==> src/rtl/gray_blur3x3_downsample2_assert.svh <==
// ----------------------------------------------------------------------------
// gray_blur3x3_downsample2 assertion macros
// Shared concurrent assertion forms, clocked on rising edge, reset masked.
// ----------------------------------------------------------------------------
`ifndef GRAY_BLUR3X3_DOWNSAMPLE2_ASSERT_SVH
`define GRAY_BLUR3X3_DOWNSAMPLE2_ASSERT_SVH

// same-cycle implication
`define GBD_ASSERT_IMPL(label, clk, rst_n, ante, cons, msg) \
    label: assert property (@(posedge clk) disable iff (!rst_n) (ante) |-> (cons)) \
        else $error(msg);

// next-cycle implication
`define GBD_ASSERT_NEXT(label, clk, rst_n, ante, cons, msg) \
    label: assert property (@(posedge clk) disable iff (!rst_n) (ante) |=> (cons)) \
        else $error(msg);

`endif

==> src/rtl/gbd_pkg.sv <==
// ----------------------------------------------------------------------------
// gbd_pkg
// Sizes, register codes and shared types of the blur/decimate block.
// ----------------------------------------------------------------------------
package gbd_pkg;

    localparam int MAX_WIDTH  = 4096;
    localparam int MAX_HEIGHT = 4096;

    localparam int PIX_W     = 8;
    localparam int CFG_W     = 13;
    localparam int ADDR_W    = $clog2(MAX_WIDTH);
    localparam int ROW_W     = $clog2(MAX_HEIGHT);
    localparam int MAXC_W    = (ADDR_W > ROW_W) ? ADDR_W : ROW_W;
    localparam int CMP_W     = (MAXC_W + 1 > CFG_W) ? MAXC_W + 1 : CFG_W;
    localparam int COL_SUM_W = PIX_W + 2;
    localparam int TOTAL_W   = COL_SUM_W + 2;
    localparam int WEIGHT_SHIFT = 4;
    localparam int ROUND_BIAS   = 8;

    localparam int CFG_IDX_W = 2;
    localparam logic [CFG_IDX_W-1:0] REG_IMAGE_WIDTH  = 2'd0;
    localparam logic [CFG_IDX_W-1:0] REG_IMAGE_HEIGHT = 2'd1;
    localparam logic [CFG_IDX_W-1:0] REG_ROUND_ENABLE = 2'd2;

    localparam logic [CFG_W-1:0] WIDTH_RESET  = 13'd640;
    localparam logic [CFG_W-1:0] HEIGHT_RESET = 13'd480;

    localparam int Q_DEPTH = 4;
    localparam int Q_PTR_W = $clog2(Q_DEPTH);
    localparam int Q_CNT_W = $clog2(Q_DEPTH + 1);

    // one source column after the line stores, ready for horizontal filtering
    typedef struct packed {
        logic [COL_SUM_W-1:0] col_sum;
        logic                 emit;
        logic                 odd_col;
        logic                 left_rep;
        logic                 row_last;
        logic                 frame_last;
    } t_col_entry;

    typedef struct packed {
        logic s1_valid;
    } t_front_stat;

    typedef struct packed {
        logic               full;
        logic               empty;
        logic [Q_CNT_W-1:0] count;
    } t_queue_stat;

endpackage

==> src/rtl/gbd_queue.sv <==
// ----------------------------------------------------------------------------
// gbd_queue
// Small first-in first-out buffer of column entries between front and back.
// ----------------------------------------------------------------------------
module gbd_queue (
    input  logic                 i_clk,
    input  logic                 i_rst_n,
    input  logic                 i_push,
    input  gbd_pkg::t_col_entry  i_entry,
    input  logic                 i_pop,
    output gbd_pkg::t_col_entry  o_entry,
    output gbd_pkg::t_queue_stat o_stat
);
    import gbd_pkg::*;

    t_col_entry         r_slot [Q_DEPTH];
    logic [Q_PTR_W-1:0] r_wr_ptr, r_rd_ptr;
    logic [Q_CNT_W-1:0] r_count, n_count;

    always_comb begin
        n_count = r_count;
        if (i_push && !i_pop) n_count = r_count + Q_CNT_W'(1);
        else if (!i_push && i_pop) n_count = r_count - Q_CNT_W'(1);
    end

    always_ff @(posedge i_clk) begin
        if (!i_rst_n) begin
            r_wr_ptr <= '0;
            r_rd_ptr <= '0;
            r_count  <= '0;
        end else begin
            r_count <= n_count;
            if (i_push) r_wr_ptr <= Q_PTR_W'((32'(r_wr_ptr) + 1) % Q_DEPTH);
            if (i_pop) r_rd_ptr <= Q_PTR_W'((32'(r_rd_ptr) + 1) % Q_DEPTH);
        end
    end

    always_ff @(posedge i_clk) begin
        if (i_push) r_slot[r_wr_ptr] <= i_entry;
    end

    assign o_entry      = r_slot[r_rd_ptr];
    assign o_stat.count = r_count;
    assign o_stat.full  = (r_count == Q_CNT_W'(Q_DEPTH));
    assign o_stat.empty = (r_count == '0);

endmodule

==> config.mk <==
export PLATFORM = sky130hd
export DESIGN_NAME = gbd_queue
export DESIGN_NICKNAME = d
export VERILOG_FILES = /design/src/rtl/gray_blur3x3_downsample2_assert.svh /design/src/rtl/gbd_pkg.sv /design/src/rtl/gbd_queue.sv
export SDC_FILE = /design/constraint.sdc
export NUM_CORES = 1
export LEC_CHECK = 0
export BUFFER_PORTS_ARGS = -buffer_cell sky130_fd_sc_hd__buf_4
export CAP_MARGIN = 25
export CORE_UTILIZATION = 44
export DETAILED_ROUTE_END_ITERATION = 7
export PLACE_DENSITY = 0.71
export SYNTH_ARGS = -nofsm -noshare
export SYNTH_HDL_FRONTEND = slang
export SYNTH_SLANG_ARGS = --single-unit
==> constraint.sdc <==
create_clock -name i_clk -period 2.9 [get_ports i_clk]
set_input_delay 0.29 -clock i_clk [delete_from_list [all_inputs] [get_ports i_clk]]
set_output_delay 0.29 -clock i_clk [all_outputs]
set_load 0.02 [all_outputs]
# After elaboration in Yosys (flattened, before gate mapping)
# Memory sizes are Yosys's and may differ from the RTL's. A register that Yosys moved wholly into a read port is not among the register bits.
# Index checks and enable logic that the tools add are counted.
# W data, S select, Z words.
# word_totals
latchBits	0
ff_bits	7
in_bits	19
out_inout_bits	20
romBits	0
wordCells	21
mem_count	1
mem_bits_rw	60
# mem_list
name	depth	word_bits	rd	rd_ports_with_merged_regs	write_ports	line_no	text
r_slot	4	15	1	1	1	gbd_queue.sv:16	t_col_entry r_slot [Q_DEPTH];
# classes
bitwise_logic	0
n_shift	0
magnitude_cmp	0
reduce_logical	6
eq_ne	1
add_sub_neg	4
muxes	6
div_mod_pow	0
n_mul	0
# ops
cell	count
$mux W3	2
$add A2 B1 Y2 const B	2
$mux W2	2
$add A3 B1 Y3 const B	1
$eq A3 B3 Y1 const B	1
$logic_not A3 Y1	1
$sub A3 B1 Y3 const B	1
$logic_and A1 B1 Y1	2
$logic_not A1 Y1	2
$mux W1	2
$reduce_bool A2 Y1	1

# Depth between registers and ports, before layout
# logic_depth
ltp_word	4
mapped_depth	7
depth_no_buf	7

# Worst setup path before layout
# No wires, ideal clock.
# synth_path
path_kind	input -> register
startpoint	input i_pop
endpoint	register r_count[2]
arrival_ns	1.472
setup_time_ns	0.076
stages	7
path_buffers	0
path_slack_ns	1.352
required_ns	2.824
path_cell_list	inv_1 ha_1 inv_1 fa_1 xor2_1 or3_1 a21boi_0
# synth_between
elab_chain_len	3
word_cells_on_any_way	5
classes_between	mux (1); reduce/logical (4)
# synth_rtl
element	line_no	text
from (decl)	gbd_queue.sv:10	input logic i_pop,
$logic_not A1 Y1	gbd_queue.sv:22	if (i_push && !i_pop) n_count = r_count + Q_CNT_W'(1);
$logic_and A1 B1 Y1	gbd_queue.sv:22	
$mux W3 or $reduce_bool A2 Y1 (tied branches)	n/a	
to (signal assigned)	gbd_queue.sv:32	r_count <= n_count;
to (decl)	gbd_queue.sv:18	logic [Q_CNT_W-1:0] r_count, n_count;
# Several ways; a longest one is shown, not always the timed one.
# A chain may end at the register's enable or synchronous reset.

==> tab_implementation.tex <==
\begin{tabular}{lr}
\hline
Metric & Value \\
\hline
\multicolumn{2}{l}{\textbf{Status}} \\
\quad Run status & finished, final reports clean \\
\multicolumn{2}{l}{\textbf{Route}} \\
\quad Total iterations of the first detailed-routing run & 4 \\
\quad Count of nets left with antenna violations after detail routing & 0 \\
\quad Post-detailed-route via-to-cell ratio & 5.02 \\
\quad Vias post-DR & 1,231 \\
\quad Routed wire length & 4050 um \\
\quad Initial drt markers & 108 \\
\quad Routed wirelength normalized by instance count & 16.5 um \\
\quad Remaining DRCs & 0 \\
\multicolumn{2}{l}{\textbf{Global route}} \\
\quad Via count of the first global-routing pass & 1,295 \\
\quad GR Overflow Total & 0 \\
\quad Number of antenna violations at the first check in global routing & 0 \\
\quad Tot GR Track Use & 0.149 \\
\quad Largest net degree at the start of global routing & 16 \\
\quad First-pass GRT wire length & 6560 um \\
\multicolumn{2}{l}{\textbf{Placed design}} \\
\quad Post-placement setup slack & 1.03 ns \\
\quad Post-placement cell area & 2990 um\^{}2 \\
\quad Detailed placer's ending HPWL & 2740 um \\
\quad Weighted congestion at the end of routability-driven global placement & 0.677 \\
\quad Buffers on Ports & 38 \\
\multicolumn{2}{l}{\textbf{STA}} \\
\quad Worst slew margin relative to its limit & 0.492 \\
\quad Setup-violating endpoint count in the final report & 0 \\
\quad Setup Skew & 0.00519 ns \\
\quad Fin crit share & 0.756 \\
\quad Unrepaired setup endpoints after global routing & no \\
\quad Endpoints failing hold & 0 \\
\quad Final worst slack & 0.708 ns \\
\quad FMAX & 456 MHz \\
\quad Final period demand of the worst path & 2.19 ns \\
\quad Count of final max-slew check failures & 0 \\
\quad Setup tns final & 0 ns \\
\quad Slew of the pin with the lowest slew margin & 0.761 ns \\
\multicolumn{2}{l}{\textbf{Pwr}} \\
\quad Pint & 1.64 mW \\
\quad Proportion of power drawn by flip-flops and latches & 0.548 \\
\quad Switching share of power & 0.236 \\
\quad Worst ir drop on vdd & 0.316 mV \\
\quad Relative contribution of combinational cells to total power & 0.137 \\
\quad Clock power share & 0.316 \\
\quad Pwr Density & 676 nW/um\^{}2 \\
\quad Static leakage & 1.13 nW \\
\quad Net Sw Power & 0.504 mW \\
\multicolumn{2}{l}{\textbf{Layout}} \\
\quad Final design instance area without fill & 3160 um\^{}2 \\
\quad Number of antenna cells inserted & 0 \\
\quad Area growth from synthesis to layout & 19.9\% \\
\quad Fill cell count & 436 \\
\quad Proportion of layout cells with a drive suffix above 1 & 0.370 \\
\quad Count of nets after finishing & 193 \\
\multicolumn{2}{l}{\textbf{Yosys}} \\
\quad Most used standard cells in the synthesized netlist & 60 x edfxtp\_1, 10 x mux4\_2, 9 x and2\_1, 9 x dfxtp\_1 \\
\quad Most common cell in the netlist & edfxtp\_1 \\
\quad Number of enable-type register cells in the synthesized netlist & 60 \\
\quad Fraction of synthesized cell area taken by the top area cell type & 0.682 \\
\quad Leading cell types by total area after synthesis & edfxtp\_1 68\%, mux4\_2 8.5\%, dfxtp\_1 6.8\% \\
\quad Cell area after technology mapping & 2640 um\^{}2 \\
\quad Fraction of registers with async set/reset & 0 \\
\quad Seq cells post-synth & 69 \\
\quad Average instance area after synthesis & 21.8 um\^{}2 \\
\quad Synthesized Nets & 146 \\
\quad Prevailing post-synth register cell & edfxtp\_1 \\
\quad Post-synthesis sequential area ratio & 0.751 \\
\quad Number of unique standard cell types used by synthesis & 21 \\
\quad Cell accounting for the most synthesized area & edfxtp\_1 \\
\quad Cell count after synthesis & 121 \\
\quad Yosys synthesis warning count & 0 \\
\multicolumn{2}{l}{\textbf{Worst setup path}} \\
\quad Arrival time at the worst endpoint & 1.90 ns \\
\quad Critical Path Fanout Max & 8 \\
\quad Critical setup path kind & reg -> out \\
\quad Required time reported for the critical path endpoint & 2.61 ns \\
\quad Critical path startpoint category & flip-flop \\
\quad CP endpoint kind & output port \\
\multicolumn{2}{l}{\textbf{Clock network}} \\
\quad TritonCTS sink count & 69 \\
\quad Post-CTS Resized & 0 \\
\quad Clock tree from TritonCTS & done \\
\quad Insertion delay to the later sink of the worst-skew pair & 0.33 ns \\
\quad Number of buffers added to fix hold violations after cts & 0 \\
\quad Buffer count from post-CTS setup fixing & 0 \\
\quad Clock slew seen by the registers of the worst setup and hold paths & 0.07 ns \\
\quad Clock buffer depth & 2 \\
\quad Number of buffers added by the clock tree synthesis step & 9 \\
\quad H-tree depth & 3 \\
\quad Cell at the root of the clock tree & clkbuf\_8 \\
\multicolumn{2}{l}{\textbf{Floorplan}} \\
\quad Core area & 5640 um\^{}2 \\
\quad Floorplan row count & 27 \\
\quad Die Span X & 79.5 um \\
\quad DIE AREA & 6310 um\^{}2 \\
\quad Ports placed on the boundary & 39 \\
\quad Initial standard-cell utilization of the core & 0.468 \\
\quad Die Y & 79.5 um \\
\multicolumn{2}{l}{\textbf{Hold path}} \\
\quad Worst min-delay path category & in -> reg \\
\multicolumn{2}{l}{\textbf{Run}} \\
\quad Max-cap violations & 0 \\
\hline
\end{tabular}
-- flip-flops by register name, summed over array words and instances, names as in the netlist, named ones only --
register  count
r_slot       60
r_wr_ptr      2
r_rd_ptr      2
r_count       3
-- layer usage --
metal  up-vias  wire length [um]  GRT usage
li1        575                 -          -
met1       610              1670      0.180
met3         7               270     0.0606
met2        39              2030      0.235
met4         0                69     0.0655
met5         -                 0          0
-- cells in the final DEF, fill, tap and decap left out, drive strengths merged, types with 2 or more instances in the layout --
master	instances
clkbuf	12
dfxtp	9
mux2i	2
edfxtp	60
and2	9
xnor2	2
buf	39
xor2	3
ha	5
nor2b	2
inv	4
mux4	15
clkinv	3
-- stage by stage --
stage                     hold WS (ns)  total power, mW  utilization  instances
after floorplan                  0.389             1.37            -        121
after global routing             0.132             2.24        0.561        245
after detailed placement         0.497             1.49        0.529        229
after global placement           0.489             1.48        0.529        229
final                            0.157             2.14        0.561        245
after CTS                        0.132             2.17        0.561        245
-- kinds of logic after synthesis --
kind of cell    Yosys count  synth area share
mux                      17             0.143
compound gates            2           0.00474
buf+inv                   7            0.0194
fa+ha+maj                 6            0.0313
simple gates             15            0.0346
flops                    69             0.751
xor+xnor                  5            0.0166
-- layout make-up --
class                      instances  area [um^2]  area share
sequential                        69         1980       0.626
clock buffer                      12          155      0.0490
inverter                           4         15.0     0.00474
clock inverter                     4         22.5     0.00712
tap                               72         90.1      0.0285
timing repair buffer              39          293      0.0925
multi-input combinational         45          607       0.192
-- path summary, 6_finish.rpt --
kind                  end  cells after the start   startpoint  slack [ns]
max reg2reg  r_slot[0][1]                      3  r_wr_ptr[0]        1.33
min          r_slot[3][4]                      1   i_entry[4]        0.16
min reg2reg    r_count[2]                      2   r_count[2]        0.56
max            o_entry[0]                      3    flip-flop        0.71
-- power by group through the flow --
stage               clock network [mW]  registers [mW]  logic, mW
floorplan                            0            1.19      0.183
global placement                     0            1.19      0.290
detailed placement                   0            1.20      0.298
CTS                              0.701            1.17      0.299
global route                     0.742            1.18      0.317
finish                           0.676            1.17      0.292
-- worst max-delay path, cell delays in order, from the launching register on --
cell	delay, ns
dfxtp_1	0.59
buf_4	0.29
mux4_2	0.52
buf_4	0.17
Power figures use the tool's default switching activity.
