`src/rtl/gray_blur3x3_downsample2_assert.svh`:
```
// ----------------------------------------------------------------------------
// gray_blur3x3_downsample2 assertion macros
// Shared concurrent assertion forms, clocked on rising edge, reset masked.
// ----------------------------------------------------------------------------
`ifndef GRAY_BLUR3X3_DOWNSAMPLE2_ASSERT_SVH
`define GRAY_BLUR3X3_DOWNSAMPLE2_ASSERT_SVH

// same-cycle implication
`define GBD_ASSERT_IMPL(label, clk, rst_n, ante, cons, msg) \
    label: assert property (@(posedge clk) disable iff (!rst_n) (ante) |-> (cons)) \
        else $error(msg);

// next-cycle implication
`define GBD_ASSERT_NEXT(label, clk, rst_n, ante, cons, msg) \
    label: assert property (@(posedge clk) disable iff (!rst_n) (ante) |=> (cons)) \
        else $error(msg);

`endif

```
`src/rtl/gbd_pkg.sv`:
```
// ----------------------------------------------------------------------------
// gbd_pkg
// Sizes, register codes and shared types of the blur/decimate block.
// ----------------------------------------------------------------------------
package gbd_pkg;

    localparam int MAX_WIDTH  = 4096;
    localparam int MAX_HEIGHT = 4096;

    localparam int PIX_W     = 8;
    localparam int CFG_W     = 13;
    localparam int ADDR_W    = $clog2(MAX_WIDTH);
    localparam int ROW_W     = $clog2(MAX_HEIGHT);
    localparam int MAXC_W    = (ADDR_W > ROW_W) ? ADDR_W : ROW_W;
    localparam int CMP_W     = (MAXC_W + 1 > CFG_W) ? MAXC_W + 1 : CFG_W;
    localparam int COL_SUM_W = PIX_W + 2;
    localparam int TOTAL_W   = COL_SUM_W + 2;
    localparam int WEIGHT_SHIFT = 4;
    localparam int ROUND_BIAS   = 8;

    localparam int CFG_IDX_W = 2;
    localparam logic [CFG_IDX_W-1:0] REG_IMAGE_WIDTH  = 2'd0;
    localparam logic [CFG_IDX_W-1:0] REG_IMAGE_HEIGHT = 2'd1;
    localparam logic [CFG_IDX_W-1:0] REG_ROUND_ENABLE = 2'd2;

    localparam logic [CFG_W-1:0] WIDTH_RESET  = 13'd640;
    localparam logic [CFG_W-1:0] HEIGHT_RESET = 13'd480;

    localparam int Q_DEPTH = 4;
    localparam int Q_PTR_W = $clog2(Q_DEPTH);
    localparam int Q_CNT_W = $clog2(Q_DEPTH + 1);

    // one source column after the line stores, ready for horizontal filtering
    typedef struct packed {
        logic [COL_SUM_W-1:0] col_sum;
        logic                 emit;
        logic                 odd_col;
        logic                 left_rep;
        logic                 row_last;
        logic                 frame_last;
    } t_col_entry;

    typedef struct packed {
        logic s1_valid;
    } t_front_stat;

    typedef struct packed {
        logic               full;
        logic               empty;
        logic [Q_CNT_W-1:0] count;
    } t_queue_stat;

endpackage

```
`src/rtl/gbd_back.sv`:
```
// ----------------------------------------------------------------------------
// gbd_back
// Column-sum window, horizontal [1 2 1] filter, rounding and output register.
// ----------------------------------------------------------------------------
module gbd_back (
    input  logic                      i_clk,
    input  logic                      i_rst_n,
    input  logic                      i_round_enable,
    input  gbd_pkg::t_col_entry       i_entry,
    input  logic                      i_q_empty,
    output logic                      o_pop,
    output logic                      o_out_valid,
    input  logic                      i_out_stall,
    output logic [gbd_pkg::PIX_W-1:0] o_pixel_out,
    output logic                      o_row_last,
    output logic                      o_frame_last
);
    import gbd_pkg::*;

    logic [COL_SUM_W-1:0] r_win1, r_win2;
    logic [COL_SUM_W-1:0] left, centre, right;
    logic [TOTAL_W-1:0]   total;
    logic                 out_free, r_out_valid, n_out_valid;
    logic [PIX_W-1:0]     r_pixel;
    logic                 r_row_last, r_frame_last;

    assign out_free = !r_out_valid || !i_out_stall;
    // columns that give no output never wait for the output register
    assign o_pop    = !i_q_empty && (!i_entry.emit || out_free);

    // window taps seen after this column shifts in
    always_comb begin
        if (i_entry.odd_col) begin
            centre = r_win2;
            right  = i_entry.col_sum;
            left   = i_entry.left_rep ? r_win2 : r_win1;
        end else begin
            centre = i_entry.col_sum;
            right  = i_entry.col_sum;
            left   = i_entry.left_rep ? i_entry.col_sum : r_win2;
        end
        total = TOTAL_W'(left) + {1'b0, centre, 1'b0} + TOTAL_W'(right);
        if (i_round_enable) total = total + TOTAL_W'(ROUND_BIAS);
    end

    always_comb begin
        n_out_valid = r_out_valid;
        if (o_pop && i_entry.emit) n_out_valid = 1'b1;
        else if (!i_out_stall) n_out_valid = 1'b0;
    end

    always_ff @(posedge i_clk) begin
        if (!i_rst_n) begin
            r_out_valid <= 1'b0;
            r_win1      <= '0;
            r_win2      <= '0;
        end else begin
            r_out_valid <= n_out_valid;
            if (o_pop) begin
                r_win1 <= r_win2;
                r_win2 <= i_entry.col_sum;
            end
        end
    end

    // weights total 16 and 16*255+8 still fits, so the top bits never overflow
    always_ff @(posedge i_clk) begin
        if (o_pop && i_entry.emit) begin
            r_pixel      <= total[WEIGHT_SHIFT +: PIX_W];
            r_row_last   <= i_entry.row_last;
            r_frame_last <= i_entry.frame_last;
        end
    end

    assign o_out_valid  = r_out_valid;
    assign o_pixel_out  = r_pixel;
    assign o_row_last   = r_row_last;
    assign o_frame_last = r_frame_last;

endmodule

```
`config.mk`:
```
export PLATFORM = sky130hd
export DESIGN_NAME = gbd_back
export DESIGN_NICKNAME = d
export VERILOG_FILES = /design/src/rtl/gray_blur3x3_downsample2_assert.svh /design/src/rtl/gbd_pkg.sv /design/src/rtl/gbd_back.sv
export SDC_FILE = /design/constraint.sdc
export NUM_CORES = 1
export LEC_CHECK = 0
export ABC_CLOCK_PERIOD_IN_PS = 5200
export BUFFER_PORTS_ARGS = -buffer_cell sky130_fd_sc_hd__buf_2
export CORE_MARGIN = 5
export CORE_UTILIZATION = 50
export DETAILED_ROUTE_END_ITERATION = 8
export GPL_ROUTABILITY_DRIVEN = 1
export PLACE_DENSITY = 0.8
export SLEW_MARGIN = 20
export SYNTH_ARGS = -nofsm -noshare
export SYNTH_HDL_FRONTEND = slang
export SYNTH_SLANG_ARGS = --single-unit
```
`constraint.sdc`:
```
create_clock -name i_clk -period 5.2 [get_ports i_clk]
set_input_delay 0.78 -clock i_clk [delete_from_list [all_inputs] [get_ports i_clk]]
set_output_delay 0.78 -clock i_clk [all_outputs]
set_load 0.01 [all_outputs]
```
# --- Word-level counts from Yosys, hierarchy flattened ---
# Cells that the tools add are included.
word_totals:
  in_bits: 20
  ff_bits: 31
  wordCells: 25
  output_inout_bits: 12
classes:
  n_eq_ne: 1
  reduce_logical: 8
  muxes: 7
  add_sub_neg: 3
op_table:
  columns: ["operator", "n"]
  rows:
  - ["$mux W10", 4]
  - ["$add A10 B11 Y12", 1]
  - ["$add A12 B10 Y12", 1]
  - ["$add A12 B4 Y12 const B", 1]
  - ["$mux W12", 1]
  - ["$logic_not A1 Y1", 4]
  - ["$logic_and A1 B1 Y1", 2]
  - ["$logic_or A1 B1 Y1", 2]
  - ["$mux W1", 2]
  - ["$ne A2 B1 Y1 const B", 1]

# --- Depth between registers and ports, before layout ---
depth:
  ltp_word: 6
  ltp_mapped: 17
  mapped_depth_nobuf: 15

# --- Worst setup path before layout ---
# Ideal clock, no wire load.
synth_path:
  path_kind: "input port to flip-flop"
  from: "in i_entry[3] (netlist name)"
  to: "reg r_pixel[7] (netlist: o_pixel_out[7]) (data pin)"
  required_ns: 4.942
  setup_time_ns: 0.258
  cell_stages: 17
  arrival_ns: 3.985
  path_slack_ns: 0.958
  path_buffers: 2
  path_cell_list: "buf_2 -> or2b_1 -> clkbuf_1 -> nand2_1 -> o21ai_0 -> fa_1 -> inv_1 -> ha_1 -> nand3_1 -> a211oi_1 -> o31a_1 -> xor2_1 -> ha_1 -> nand2_1 -> nor3b_2 -> nand4_1 -> xnor2_1"
synth_between:
  elab_chain_len: 5
  word_cells_on_any_way: 6
  classes_between: "add/sub: 3; mux: 3"
synth_rtl:
  columns: ["element", "line", "rtl"]
  rows:
  - ["start, declared", "gbd_back.sv:9", "input gbd_pkg::t_col_entry i_entry,"]
  - ["$mux W10", "gbd_back.sv:33", "if (i_entry.odd_col) begin"]
  - ["$add A10 B11 Y12 (*)", "gbd_back.sv:42", "total = TOTAL_W'(left) + {1'b0, centre, 1'b0} + TOTAL_W'(right);"]
  - ["$add A12 B10 Y12 (*)", "gbd_back.sv:42", null]
  - ["$add A12 B4 Y12", "gbd_back.sv:43", "if (i_round_enable) total = total + TOTAL_W'(ROUND_BIAS);"]
  - ["$mux W12 (*)", "gbd_back.sv:43", null]
  - ["net total[11]", "gbd_back.sv:22", "logic [TOTAL_W-1:0] total;"]
  - ["end signal, assigned", "gbd_back.sv:69", "r_pixel <= total[WEIGHT_SHIFT +: PIX_W];"]
  - ["end, declared", "gbd_back.sv:24", "logic [PIX_W-1:0] r_pixel;"]
# Mark *: on every way through the listed nets, which the timed path passes. The rest lies on a longest branch.
# A chain may end at the register's enable or synchronous reset.

# --- Worst setup path after layout ---
# Ends and elaborated chain as after synthesis.

==> results.md <==
- The worst setup path is captured at a flip-flop.
- In the final routed layout, each cell accounts on average for ~13 microns.
- At the pin with the least slew margin, the transition time is approximately 0.65 ns.
- The power per standard cell area is ~350 mW/mm^2.
- Once the floorplan was initialized, standard cells occupied between 50% and 60% of the core.
- In this run the power spent charging and discharging nets is 289 uW.
- Of the total synthesized cell area, the portion taken by XOR and XNOR cells is around 5.7%.
- The final-report hold violation count came to 0.
- The width of the die is ~76 microns.
- The final critical path time including I/O delays and setup is 4.42 ns.
- The worst path setup slack after routing is 0.778 ns.
- The final setup TNS is 0 ns.
- Clock-pin slew was measured on the worst setup and hold paths at approximately 0.060 ns.
- The remaining antenna violation count is 0.
- Setup repair after global routing left no endpoint under its margin.
- The switching share of power is around a third.
- 32 I/O pins were placed.
- In the post-synthesis netlist, the cell with the most instances is sky130_fd_sc_hd__nand2_1.
- Summed over its instances, the top area cell type makes up 19.5% of the synthesized netlist area.
- In the routed layout, each cell is associated on average with a via count of between 5 and 6.
- The number of resized instances in the post-cts repair step is 0.
- The type of element launching the critical path is an input pin.
- The count of max-cap constraint violations is 0.
- Of all nets on the critical path, the largest fanout is 17.
- Derived from the worst setup path, the maximum achievable clock frequency is roughly 0.23 GHz.
- The internal portion of the total power is 553 uW.
- After synthesis, the largest family of logic cells by area is compound AO/OA/AOI/OAI gates.
- The worst-case reg-to-reg path depth is 14.
- The cell area after synthesis is between 0.002 and 0.0025 sq mm.
- TritonCTS built the clock tree.
- The share of the cycle needed by the critical path after routing is 85.0%.
- The number of hold buffers added after CTS was 0.
- The leakage power summed over all cells is roughly 0.97 nW.
- The area of the die is 0.00573 sq mm.
- The synthesized netlist devotes about a fifth of its cell area to compound gates.
- The setup slack after placement is around 0.47 ns.
- The core region is just over 0.004 sq mm.
- The H-tree generated during clock tree synthesis spans 2 levels.
- The number of antenna violations at the first check in global routing came to 0.
- Across the routed clock network, the largest skew measured is 0.00484 ns.
- Entering global routing, the biggest net connects 23 pins.
- The clock root buffer is sky130_fd_sc_hd__clkbuf_8.
- The post-layout net count is about 310.
- During synthesis, Yosys emitted a total of 0 warnings.
- Per report_power, the clock group accounts for 24.4% of the total.
- The clock passes through at most 2 buffers.
- The worst register-to-register path ends at o_pixel_out[7].
- The mean area per synthesized cell is roughly 9 sq um.
- The number of setup buffers added after CTS is 0.
- The later-pin clock latency in the skew report is roughly 0.28 ns.
- In the synthesized netlist, the cells that appear most often are sky130_fd_sc_hd__nand2_1, sky130_fd_sc_hd__a21boi_0, sky130_fd_sc_hd__dfxtp_1.
- IR analysis of the VDD net gives a maximum drop of ~0.2 mV.
- Counting flops with a built-in enable in the synthesized netlist gives 10.
- After filler insertion, the fill cell instance count of the layout stands at roughly 370.
- The number of distinct library cells after synthesis is between 40 and 50.
- The global routing usage summed across all routing layers is between 10% and 20%.
- Summing over every cut layer, the via total after detailed routing is ~1800.
- In this run the tool buffered the top-level ports with 31 buffer cells.
- The most critical setup path has its startpoint at i_entry[3].
- The post-synthesis share of cell area spent on and, or, nand and nor gates is 18.0%.
- The max-slew violation count was 0.
- The startpoint of the worst-slack reg-to-reg timing path is r_win1[2].
- Summed over all layers, the routed wires come to between 4000 and 5000 microns.
- The sequential group share of total power is about a third.
- The synthesized-area fraction occupied by adder cells is ~14%.
- The flow ran to the end, and the final reports show no timing, DRC or antenna violations.
- From bottom edge to top edge, the die measures 75.7 microns.
- The via count of the first global-routing pass is 1714.
- The critical path in this run is classified as in -> reg.
- The type of the worst min-delay path is reg -> reg.
- Summing the sequential cell areas from Yosys gives around a third of the chip area.
- The arrival time of data at the critical path endpoint is ~4.5 ns.
- 0 antenna diodes ended up in the layout.
- The number of clock buffers added by TritonCTS is 5.
- Yosys attributes the largest share of cell area to sky130_fd_sc_hd__dfxtp_1, sky130_fd_sc_hd__edfxtp_1, sky130_fd_sc_hd__fa_1, sky130_fd_sc_hd__nand2_1, sky130_fd_sc_hd__a21boi_0.
- The final setup violation count is 0.
- In the synthesized netlist the dominant register cell turns out to be sky130_fd_sc_hd__dfxtp_1.
- The relative slew slack is between 50% and 60%.
- The number of nets in the synthesized netlist is around 280.
- The share of total power dissipated in combinational logic is 40.8%.
- The share of cells above drive strength 1 is about a fifth.
- The capture point of the critical path is o_pixel_out[7].
- Measured against the total synthesized area, the mux share comes to about 5.6%.
- The number of detailed-routing iterations run before antenna repair is 4.
- The HPWL after detailed placement is approximately 3200 microns.
- At the worst endpoint, the required time is ~5.2 ns.
- The area growth from synthesis to layout is 12.5%.
- The first global-routing pass estimated approximately 7300 microns of wire.
- The total number of clock tree sinks is 31.
- The cell type with the largest total area after synthesis is sky130_fd_sc_hd__dfxtp_1.
- Counting flops and latches in the post-synthesis netlist gives 31.
- The worst reg-to-reg setup slack is about 1.8 ns.
- The detailed router's first-iteration violation count is 68.
- The count of mapped cells out of synthesis is approximately 240.
- The total overflow reported by the global router is 0.
- Counting flops with an async set or reset pin after synthesis yields a share of 0%.
- The final estimated routing congestion in global placement is approximately 0.90.
- In the routed design, unresolved DRC markers number 0.
- Row generation in the floorplan step produced 23 rows.
==> logic make-up (layout without fill, tap and decap cells) <==
group           Yosys count  in the layout
simple gates             88             88
compound gates           61             61
flops                    31             31
fa+ha+maj                19             19
buf+inv                  18             45
xor+xnor                 14             14
mux                      11             11
==> final cells by class <==
| class | count | area, sq um | area share, % |
|---|---|---|---|
| inverters | 6 | 22.5 | 0.929 |
| well taps | 50 | 62.6 | 2.58 |
| multi-input cells | 193 | 1360 | 56.2 |
| clock buffers | 8 | 100 | 4.13 |
| repair buffers | 31 | 155 | 6.40 |
| flip-flops and latches | 31 | 721 | 29.7 |
==> worst max-delay path: stages <==
cell and delay [ns]:
sky130_fd_sc_hd__buf_2 0.29, sky130_fd_sc_hd__nand2b_1 0.29, sky130_fd_sc_hd__nand2_1 0.33, sky130_fd_sc_hd__o21ai_0 0.18
sky130_fd_sc_hd__fa_1 0.53, sky130_fd_sc_hd__inv_1 0.05, sky130_fd_sc_hd__ha_1 0.27, sky130_fd_sc_hd__nand3_1 0.10
sky130_fd_sc_hd__a211oi_1 0.37, sky130_fd_sc_hd__o31a_1 0.23, sky130_fd_sc_hd__xor2_1 0.20, sky130_fd_sc_hd__ha_1 0.17
sky130_fd_sc_hd__nand2_1 0.08, sky130_fd_sc_hd__nor3b_2 0.26, sky130_fd_sc_hd__nand4_1 0.15, sky130_fd_sc_hd__xnor2_1 0.16
==> state kept, by name, summed over array words and instances, names as in the netlist <==
| name | flops |
|---|---|
| o_frame_last | 1 |
| o_row_last | 1 |
| r_win1 | 10 |
| o_out_valid | 1 |
| r_win2 | 10 |
| o_pixel_out | 8 |
==> power by group through the flow <==
stage	Sequential, mW	Clock (mW)	Combinational, mW
after floorplan	0.306	0	0.262
after global placement	0.298	0	0.337
after detailed placement	0.299	0	0.343
after CTS	0.294	0.211	0.346
after global routing	0.296	0.220	0.390
final	0.294	0.205	0.344
==> per-layer routing <==
layer  GRT usage (%)  share of wire (%)  up-vias
met5               0                  0        -
met4            6.21                2.0        0
met3            3.96                6.0       11
met2            26.5                 45       56
met1            20.9                 47      815
li1                -                  -      903
==> worst min-delay path by stage <==
| stage | startpoint | to | depth (start not counted) |
|---|---|---|---|
| 3_3_place_gp | r_win1[5] | r_win1[5] | 2 |
| 6_report | r_win1[3] | r_win1[3] | 2 |
| 2_1_floorplan | r_win1[0] | r_win1[0] | 2 |
| 3_5_place_dp | r_win1[3] | r_win1[3] | 2 |
| 5_1_grt | r_win1[9] | r_win1[9] | 2 |
| 4_1_cts | r_win1[3] | r_win1[3] | 2 |
==> through the flow <==
step	cell area (sq um)	util (%)	total power, mW	instances	hold WS (ns)
after floorplan	2160	-	0.568	242	0.443
after CTS	2420	59.3	0.851	319	0.468
after global placement	2320	56.9	0.635	311	0.453
after global routing	2420	59.3	0.907	319	0.492
final	2420	59.3	0.843	319	0.465
after detailed placement	2320	56.9	0.643	311	0.460
==> placed cells by master (no fill, tap or decap), types with 2 or more instances in the layout <==
cell | Yosys | layout
sky130_fd_sc_hd__mux2i_1 | 2 | 2
sky130_fd_sc_hd__mux2_2 | 9 | 9
sky130_fd_sc_hd__o22ai_1 | 9 | 9
sky130_fd_sc_hd__xnor2_1 | 7 | 7
sky130_fd_sc_hd__a211oi_1 | 5 | 5
sky130_fd_sc_hd__a21oi_1 | 6 | 6
sky130_fd_sc_hd__a31oi_1 | 2 | 2
sky130_fd_sc_hd__nand2_1 | 47 | 47
sky130_fd_sc_hd__nand3_1 | 3 | 3
sky130_fd_sc_hd__nor2b_1 | 2 | 2
sky130_fd_sc_hd__o21bai_1 | 2 | 2
sky130_fd_sc_hd__fa_1 | 9 | 9
sky130_fd_sc_hd__a21boi_0 | 21 | 21
sky130_fd_sc_hd__ha_1 | 10 | 10
sky130_fd_sc_hd__buf_2 | 3 | 31
sky130_fd_sc_hd__nand4_1 | 3 | 3
sky130_fd_sc_hd__xor2_1 | 7 | 7
sky130_fd_sc_hd__inv_1 | 6 | 6
sky130_fd_sc_hd__dfxtp_1 | 21 | 21
sky130_fd_sc_hd__o21ai_0 | 7 | 7
sky130_fd_sc_hd__nor2_1 | 20 | 20
sky130_fd_sc_hd__nor3_1 | 4 | 4
sky130_fd_sc_hd__a211o_1 | 2 | 2
sky130_fd_sc_hd__clkbuf_8 | 0 | 7
sky130_fd_sc_hd__edfxtp_1 | 10 | 10
No activity file was read; power rests on OpenSTA's default activity.
